`config.mk`:
```
export PLATFORM = sky130hd
export DESIGN_NAME = twda_ram
export DESIGN_NICKNAME = d
export VERILOG_FILES = /design/src/hw/rtl/twda_ram.sv
export SDC_FILE = /design/constraint.sdc
export NUM_CORES = 1
export LEC_CHECK = 0
export BUFFER_PORTS_ARGS = -buffer_cell sky130_fd_sc_hd__clkbuf_2
export CORE_UTILIZATION = 54
export CTS_CLUSTER_DIAMETER = 50
export DETAILED_ROUTE_END_ITERATION = 8
export PLACE_DENSITY_LB_ADDON = 0.15
export RECOVER_POWER = 100
export SLEW_MARGIN = 5
export SYNTH_ARGS = -nofsm -noshare
export SYNTH_HDL_FRONTEND = slang
export SYNTH_SLANG_ARGS = --single-unit
```
`constraint.sdc`:
```
create_clock -name i_clk -period 1.5 [get_ports i_clk]
set_input_delay 0.075 -clock i_clk [delete_from_list [all_inputs] [get_ports i_clk]]
set_output_delay 0.075 -clock i_clk [all_outputs]
set_load 0.05 [all_outputs]
```
`src/hw/rtl/twda_ram.sv`:
```
// ----------------------------------------------------------------------------
// twda_ram
// Generic single-write, single-read RAM with a registered read port.
// ----------------------------------------------------------------------------
module twda_ram #(
    parameter  int WIDTH  = 8,
    parameter  int DEPTH  = 16,
    localparam int ADDR_W = $clog2(DEPTH)
) (
    input  logic              i_clk,
    input  logic              i_wr_en,
    input  logic [ADDR_W-1:0] i_wr_addr,
    input  logic [WIDTH-1:0]  i_wr_data,
    input  logic [ADDR_W-1:0] i_rd_addr,
    output logic [WIDTH-1:0]  o_rd_data
);

    logic [WIDTH-1:0] r_mem [DEPTH];
    logic [WIDTH-1:0] r_rd_data;

    // write port
    always_ff @(posedge i_clk) begin
        if (i_wr_en) begin
            r_mem[i_wr_addr] <= i_wr_data;
        end
    end

    // registered read port
    always_ff @(posedge i_clk) begin
        r_rd_data <= r_mem[i_rd_addr];
    end

    assign o_rd_data = r_rd_data;

endmodule

```
==> run metrics, run 1 <==
outcome=completed; CTS root buf=clkbuf_8; Slew Limit Fails=0; Ant. Diodes=0; syn_area_per_cell=22.5 um^2; Boundary Pins=26; cells on worst reg2reg path=3; Crit Reg-Reg Startpoint=r_mem[3][6]; vias per cell=approximately 5.6; DRC Markers=0; wire per inst=between 20 and 25 um; Core Area=0.00924 mm^2; CTS tree=done; largest net degree at the start of global routing=19; Setup crit end=o_rd_data[6]; Post-CTS Hold Buffers=6; Critical Path Start=r_mem[3][6]; Post-DRT Antenna Nets=0; FF-to-FF setup slack=about 130 ps; post-cts resize count=0; final setup vio count=0; # H-tree levels=4; Synth Net Count=approximately 250; fin nets=311; Max Cap Viol=0; Design Area, Final=0.00612 mm^2; minimum clock period=about 1400 ps; share of cells above drive strength 1=21.6%; CP cell instances=mux4_2 > a22oi_1 > nand2_1; initial antenna violation count=0; CP Class=reg -> reg; GRT Total Usage=a little over a fifth; P_leak=~2 nW; worst vdd ir=slightly below 800 uV; Max FO, Critical Path=1; R2R Path End=o_rd_data[6]; worst stage delay on the critical path=between 400 and 500 ps; GP Congestion=just over 0.7; chip width=about 100 um; CTS sink count=approximately 140; worst path required time=roughly 1900 ps; first-pass GRT wire length=14.6 mm; Max clock buf depth=2; Post-Synthesis Cells=229; multi-input logic area=0.00106 mm^2; Seq cells post-synth=136; Iteration-0 DRC Markers=between 150 and 200; sequential fraction of the synthesis area=roughly 80%; post-synth design cell area=about 0.005 mm^2; CP Buf/Inv Count=0; Synth cell types=19; number of global-route vias before repair=~2,500; Worst Path Arrival=between 1500 and 2000 ps; Hold Crit Class=in -> reg; RSZ-0062 raised after global routing=no; Total Routed Length=roughly 9.3 mm; clock buffer count from CTS=17; grt ovf=0; crit path max-delay cell type=mux4_2; CTS clk-pin slew, worst paths=roughly 60 ps; total power density per cell area=~1400 mW/mm^2; WP depth=3; Rel. slew slack=52.7%; Worst-Margin Slew=708 ps; Fmax achieved=approximately 730 MHz; Initial DRT Pass Iterations=4; CP endpoint kind=flip-flop; via count=about 2,400; total power=just under 0.009 W; row cnt=35; DP Wirelength=5.94 mm; # Post-CTS Setup Buffers=0; Syn-to-layout area delta=18.9%; Setup Skew=6.95 ps; Final Hold Viols=0; Initial Util=55.7%; CP Launch Type=flip-flop; DP Area=around 0.0056 mm^2; Chip Height=between 90 and 100 um; register area=approximately 0.004 mm^2; Skew-Pair Late Insertion Delay=approximately 510 ps; Crit path max-delay family=multiplexers; IO buf count=25; Final period util=around nine tenths; Fillers=approximately 600; die area=between 0.009 and 0.01 mm^2; Ys Warns=0
[how the worst min path moves through the flow]
stage,from,endpoint,slack [ps],cells after the start
after CTS,i_wr_data[5],r_mem[15][5],5,1
after global routing,i_wr_data[5],r_mem[14][5],130,1
final,i_wr_data[5],r_mem[14][5],110,1
after detailed placement,i_wr_data[3],r_mem[5][3],500,1
after global placement,i_wr_data[3],r_mem[6][3],490,1
after floorplan,i_wr_data[0],r_mem[0][0],170,0
[layer usage]
| metal | track usage, % | routed length [um] | vias up |
|---|---|---|---|
| li1 | - | - | 1102 |
| met2 | 32.6 | 4630 | 51 |
| met5 | 0 | 0 | - |
| met1 | 30.6 | 4330 | 1270 |
| met4 | 7.69 | 72 | 0 |
| met3 | 5.06 | 259 | 6 |
[sequential cells by signal (all words and copies together) (netlist names)]
| signal | flops |
|---|---|
| o_rd_data | 8 |
| r_mem | 128 |
[power breakdown]
group | leakage [nW] | internal, W | total [W] | switching [W]
Sequential | 1.22 | 0.00425 | 0.00428 | 0.0000298
Combinational | 0.529 | 0.000180 | 0.000480 | 0.000300
Clock | 0.268 | 0.00250 | 0.00397 | 0.00147
Total | 2.02 | 0.00693 | 0.00873 | 0.00180
[cell usage in the layout, fill, tap and decap left out]
cell           instances
clkinv_4               2
clkinv_2               2
nand3_1                1
edfxtp_1             128
or3b_2                 1
clkbuf_2              11
nand3b_1               2
nor2b_1                1
and2_1                 1
clkbuf_1              30
and2b_1                1
bufinv_16              3
nor3_1                 4
dfxtp_1                8
a22oi_1               16
buf_12                 3
nand2_1                9
clkbuf_8               1
dlygate4sd3_1          6
clkbuf_16             16
clkinv_1               3
nand2b_1               2
mux4_2                18
buf_4                  5
clkinvlp_4             4
nor2_1                13
mux4_1                14
[worst register-to-register path, delay by kind of cell, from the launching register on]
family,cells,cell delay [ps]
multiplexers,1,470
flip-flops,1,360
AO/OA/AOI/OAI,1,290
AND/OR/NAND/NOR,1,120
[cells in the mapped netlist (all sizes together)]
master           n  area, um^2
edfxtp         128        3840
mux4            32         773
a22oi           16         120
nor2            13        48.8
nand2            9        33.8
dfxtp            8         160
buf              7        56.3
nor3             4        20.0
clkdlybuf4s25    3        30.0
nand2b           2        12.5
nand3b           2        15.0
and2             1        6.26
and2b            1        7.51
nand3            1        5.00
nor2b            1        6.26
or3b             1        8.76
[logic make-up after synthesis]
| group | Yosys count | share of synthesized area [%] |
|---|---|---|
| compound gates | 16 | 2.33 |
| buf+inv | 10 | 1.68 |
| flops | 136 | 77.8 |
| mux | 32 | 15.0 |
| simple gates | 35 | 3.18 |
[stage by stage]
stage / hold WS (ps) / utilization [%] / setup TNS [ps] / instances / worst slack [ps]
3_3_place_gp: 490 / 60.3 / -3.85 / 397 / -3.85
6_report: 106 / 66.2 / 0 / 434 / 132
4_1_cts: 5.19 / 67.1 / 0 / 434 / 149
2_1_floorplan: 174 / - / 0 / 229 / 159
5_1_grt: 132 / 66.2 / 0 / 434 / 92.3
3_5_place_dp: 502 / 60.3 / -63.4 / 397 / -55.3
[layout make-up]
| type | count | share of cell area [%] |
|---|---|---|
| Timing Repair Buffer | 55 | 5.31 |
| Clock inverter | 14 | 2.60 |
| Clock buffer | 17 | 6.77 |
| Tap cell | 129 | 2.64 |
| Sequential cell | 136 | 65.4 |
| Multi-Input combinational cell | 83 | 17.3 |
Note: power is estimated with default switching activity, not from simulation.
==> run 2: changes to the inputs <==
--- a/config.mk
+++ b/config.mk
@@ -5,6 +5,7 @@
 export SDC_FILE = /design/constraint.sdc
 export NUM_CORES = 1
 export LEC_CHECK = 0
+export ABC_AREA = 1
 export BUFFER_PORTS_ARGS = -buffer_cell sky130_fd_sc_hd__clkbuf_2
 export CORE_UTILIZATION = 54
 export CTS_CLUSTER_DIAMETER = 50
==> run 2 against run 1 <==
  * Global-route usage increased by 3.6 points
  * Register-to-register slack improved by 300 ps
  * First-iteration DRC count increased by 80%
  * Sequential share of layout area decreased by 4.5 points
  * Sequential cell count unchanged
  * Sequential power about the same
  * Highest routed layer unchanged
==> run metrics, run 2 <==
Worst-Margin Slew=between 900 and 1000 ps; Iteration-0 DRC Markers=approximately 290; max reg flops=approximately 130; Post-Synthesis Cells=around 550; most frequent cell after synthesis=nand2_1; DRC Markers=0; # H-tree levels=4; total power density per cell area=approximately 1300 mW/mm^2; Synth async-reset ratio=0%; Total Routed Length=between 10 and 15 mm; Setup Skew=about 2.3 ps; chip width=roughly 110 um; RSZ-0062 raised after global routing=no; Hold Crit Class=in -> reg; CTS root buf=clkbuf_8; GP Congestion=roughly 0.77; Max Cap Viol=0; R2R Path End=o_rd_data[5]; Crit Reg-Reg Startpoint=r_mem[10][5]; worst stage delay on the critical path=roughly 460 ps; first-pass GRT wire length=~20 mm; Rel. slew slack=between 30% and 40%; Slew Limit Fails=0; grt ovf=0; Final Hold Viols=0; outcome=completed; CP cell instances=clkbuf_1; FF-to-FF setup slack=between 400 and 500 ps; Initial Util=a little under three fifths; Final period util=91.0%; post-synth top area cell=edfxtp_1; Worst Path Arrival=1290 ps; Synth cell types=12; Max FO, Critical Path=1; syn_area_per_cell=10.5 um^2; Worst Hold Depth=3; Synth Net Count=~570; minimum clock period=approximately 1400 ps; slack of the critical path=~130 ps; die area=approximately 0.011 mm^2; main flop type after synthesis=edfxtp_1; CP Buf/Inv Count=1; CTS clk-pin slew, worst paths=60 ps; post-route setup TNS=0 ps; final setup vio count=0; post-synth top area share=around two thirds; largest net degree at the start of global routing=65; CTS sink count=~140; wire per inst=16.8 um; CP Class=reg -> out; CP Launch Type=flip-flop; Initial DRT Pass Iterations=5; worst path required time=approximately 1400 ps; pre-CTS WS=around 280 ps; vias per cell=5.17; largest cells by area after synthesis=edfxtp_1, nand2_1, nand3_1; Post-synth EDFFs=about 130; CTS tree=done; DP Wirelength=~7.4 mm; share of cells above drive strength 1=8.24%; cells on worst reg2reg path=6; number of global-route vias before repair=around 3,700; worst vdd ir=between 900 and 1000 uV; Max clock buf depth=2; Post-DRT Antenna Nets=0; Core Area=roughly 0.010 mm^2; Fmax achieved=roughly 730 MHz; P_leak=between 2 and 3 nW; post-synth design cell area=about 0.0058 mm^2; Fillers=~850; initial antenna violation count=0; via count=approximately 3,800; Syn-to-layout area delta=14.0%; fin nets=612; Boundary Pins=26; post-cts resize count=0; Crit path max-delay family=buffers and inverters; IO buf count=25; Ys Warns=0; hold_sp=i_wr_en; Skew-Pair Late Insertion Delay=530 ps; Seq cells post-synth=~140; Largest Register=r_mem; most frequent cells in the layout=nand2_1, edfxtp_1, inv_1; Worst Hold End=r_mem[10][1]; clock buffer count from CTS=17; commonest non-fill, non-tap cell in the layout=nand2_1; row cnt=37; sequential fraction of the synthesis area=between 60% and 70%; Ant. Diodes=0; CP endpoint kind=output port; GRT Total Usage=~25%; crit path max-delay cell type=clkbuf_1; Chip Height=~110 um; Commonest cells post-synth=nand2_1, edfxtp_1, inv_1
==> run 2: changes by cell type in the layout (fill, tap and decap cells not counted), moves of 3 or more <==
cell / previous run / this run
clkbuf_8: 1 / 5
mux4_2: 18 / 0
nand2_1: 9 / 173
inv_1: 0 / 100
nor2_1: 13 / 17
clkbuf_2: 11 / 14
nand3_1: 1 / 97
dlygate4sd3_1: 6 / 1
nor3_1: 4 / 0
a22oi_1: 16 / 0
mux4_1: 14 / 0
==> run 2: final cells by class <==
class / instances / area [um^2] / area share [%]
multi-input cells: 289 / 1210 / 18.5
flip-flops and latches: 136 / 4000 / 60.9
well taps: 136 / 170 / 2.59
clock inverters: 9 / 72.6 / 1.10
clock buffers: 23 / 477 / 7.25
repair buffers: 48 / 251 / 3.83
inverters: 102 / 383 / 5.83
==> run 2: cells by family after synthesis <==
group                  synth area share (%)
and+or+nand+nor                        21.0
DFF                                    69.4
buffers and inverters                  9.52
==> run 2: where the power goes <==
part	switching [W]	internal, W
clock	0.00144	0.00235
combinational	0.000443	0.000146
sequential	0.0000275	0.00425
==> run 2: layer usage <==
metal	part of all wire [%]	GRT usage [%]	wire [um]
met4	1.2	8.55	145
met2	47	38.2	5850
met3	6.6	6.18	820
met5	0	0	0
met1	45	35.1	5680
==> run 2: timing repair <==
action	CTS	global route
buffers inserted	0	0
hold buffers	1	0
setup endpoints to repair	0	0
hold endpoints to repair	8	0
==> run 2: how the worst max path moves through the flow <==
stage                            start            to  slack, ps  cells after the start
after floorplan           i_wr_addr[2]  r_mem[10][0]        470                      2
after global placement    i_rd_addr[1]  o_rd_data[2]        290                      7
after detailed placement  i_rd_addr[1]  o_rd_data[2]        280                      7
after CTS                 o_rd_data[7]  o_rd_data[7]        200                      1
after global routing      o_rd_data[2]  o_rd_data[2]        100                      1
final                     o_rd_data[2]  o_rd_data[2]        130                      1
==> run 2: through the flow <==
stage,utilization [%],hold WS (ps),area [um^2],cells,total power [W]
global placement,59.0,485,6090,710,0.00495
floorplan,-,174,5770,551,0.00473
global route,63.7,89.8,6570,743,0.00893
CTS,64.4,19.9,6650,743,0.00873
detailed placement,59.0,491,6090,710,0.00496
finish,63.7,48.5,6570,743,0.00865
==> run 3: changes to the inputs <==
--- a/config.mk
+++ b/config.mk
@@ -10,6 +10,7 @@
 export CORE_UTILIZATION = 54
 export CTS_CLUSTER_DIAMETER = 50
 export DETAILED_ROUTE_END_ITERATION = 8
+export MAX_ROUTING_LAYER = met4
 export PLACE_DENSITY_LB_ADDON = 0.15
 export RECOVER_POWER = 100
 export SLEW_MARGIN = 5
==> constraint.sdc (replaced) <==
create_clock -name i_clk -period 1.4 [get_ports i_clk]
set_input_delay 0.07 -clock i_clk [delete_from_list [all_inputs] [get_ports i_clk]]
set_output_delay 0.07 -clock i_clk [all_outputs]
set_load 0.05 [all_outputs]
==> run 3 against run 2 <==
  * Design area rose by 0.36%
  * Clock-buffer cell count fell by 6
  * Die area did not move
  * First-iteration DRC count rose by 26%
  * Via count fell by 1.5%
  * Clock power rose by 9.3%
  * Critical path type unchanged
  * Critical endpoint is now o_rd_data[6]
  * Largest cell class unchanged
==> run metrics, run 3 (synthesis results as in run 2) <==
outcome=completed; minimum clock period=~1200 ps; CP Class=reg -> out; Largest Register=r_mem; CP Buf/Inv Count=1; slack of the critical path=~160 ps; Fmax achieved=a little over 800 MHz; CTS clk-pin slew, worst paths=around 60 ps; clock buffer count from CTS=17; post-cts resize count=0; first-pass GRT wire length=20.3 mm; initial antenna violation count=0; Skew-Pair Late Insertion Delay=~520 ps; Core Area=between 0.01 and 0.015 mm^2; DRC Markers=0; Initial DRT Pass Iterations=5; clock network power share=approximately 44%; Final period util=88.8%; Rel. slew slack=37.4%; post-placement cell count=710; CP cell instances=clkbuf_2; Chip Height=between 100 and 150 um; most frequent cells in the layout=nand2_1, edfxtp_1, inv_1; R2R Path End=o_rd_data[4]; IO buf count=25; worst path required time=between 1000 and 1500 ps; internal power=0.00722 W; Hold Crit Class=in -> reg; GP Congestion=around 0.81; DP Wirelength=between 7 and 8 mm; # Post-CTS Setup Buffers=0; CP endpoint kind=output port; cells on worst reg2reg path=6; Max clock buf depth=2; CTS root buf=clkbuf_8; Setup Skew=between 4 and 5 ps; vias per cell=5.10; Worst Hold Depth=5; pre-CTS WS=243 ps; Ant. Diodes=0; Syn-to-layout area delta=14.4%; Crit Reg-Reg Startpoint=r_mem[11][4]; part of the power in registers=49.0%; P_leak=roughly 2.8 nW; final core occ=a little under two thirds; total power density per cell area=1420 mW/mm^2; commonest non-fill, non-tap cell in the layout=nand2_1; Worst Hold End=o_rd_data[4]; via count=3,789; max reg flops=~130; combinational group share of total power=6.9%; Cell Count, Final, Fillers Out=about 740; # H-tree levels=4; Iteration-0 DRC Markers=364; multi-input logic area=between 0.001 and 0.0015 mm^2; FF-to-FF setup slack=approximately 380 ps; Slew Limit Fails=0; Crit path max-delay family=flip-flops; post-route setup TNS=0 ps; final setup vio count=0; worst stage delay on the critical path=roughly 360 ps; share of cells above drive strength 1=8.07%; fin nets=approximately 610; grt ovf=0; final hold slack=about 100 ps; Post-DRT Antenna Nets=0; row cnt=37; Total Routed Length=between 10 and 15 mm; largest net degree at the start of global routing=65; Fillers=between 800 and 900; register area=about 0.004 mm^2; CTS tree=done; RSZ-0062 raised after global routing=no; Worst-Margin Slew=roughly 940 ps; Final Hold Viols=0; crit path max-delay cell type=dfxtp_1; Max Cap Viol=0; chip width=about 110 um; wire per inst=roughly 17 um; hold_sp=i_rd_addr[2]; GRT Total Usage=between 20% and 30%; Max FO, Critical Path=1; number of global-route vias before repair=~3,700; Boundary Pins=26; CTS sink count=roughly 140; die area=around 0.011 mm^2; CP Launch Type=flip-flop; Psw=about 0.0021 W; Initial Util=between 50% and 60%; Worst Path Arrival=around 1200 ps; worst vdd ir=roughly 910 uV; Sw Ratio=roughly 23%
-- run 3: what timing repair did --
| action | 4_1_cts | 5_1_grt |
|---|---|---|
| hold buffers | 1 | 0 |
| hold endpoints to repair | 8 | 0 |
| endpoints found under the setup margin | 0 | 0 |
-- run 3: cell type report --
class	instances	share of cell area, %
clock buffer	17	6.28
tap	136	2.58
multi-input combinational	289	18.4
clock inverter	15	2.03
inverter	102	5.81
timing repair buffer	48	4.19
sequential	136	60.7
-- run 3: metal layers --
layer	vias up	GRT usage (%)	part of all wire, %
met5	-	-	0
met4	0	9.46	1.3
met3	13	6.25	6.2
met2	128	37.2	46
met1	1790	36.4	46
li1	1858	-	-
-- run 3: per-stage QoR --
step	cell area (um^2)	power [W]
after floorplan	5770	0.00507
final	6600	0.00935
after global placement	6110	0.00530
after detailed placement	6110	0.00531
after CTS	6670	0.00941
after global routing	6600	0.00963
-- run 3: worst max path at each step --
| stage | end | from | cells past startpoint | slack [ps] |
|---|---|---|---|---|
| global route | o_rd_data[6] | o_rd_data[6] | 1 | 120 |
| floorplan | r_mem[10][0] | i_wr_addr[2] | 2 | 380 |
| detailed placement | o_rd_data[4] | i_rd_addr[0] | 7 | 240 |
| global placement | o_rd_data[5] | i_rd_addr[0] | 7 | 260 |
| finish | o_rd_data[6] | o_rd_data[6] | 1 | 160 |
| CTS | o_rd_data[4] | o_rd_data[4] | 1 | 130 |
-- run 3: power by group through the flow --
stage                     clock (W)  sequential, W  combinational (W)
after floorplan                   0        0.00475           0.000321
after global placement            0        0.00467           0.000638
after detailed placement          0        0.00467           0.000647
after CTS                   0.00417        0.00458           0.000654
after global routing        0.00433        0.00459           0.000708
final                       0.00413        0.00458           0.000641
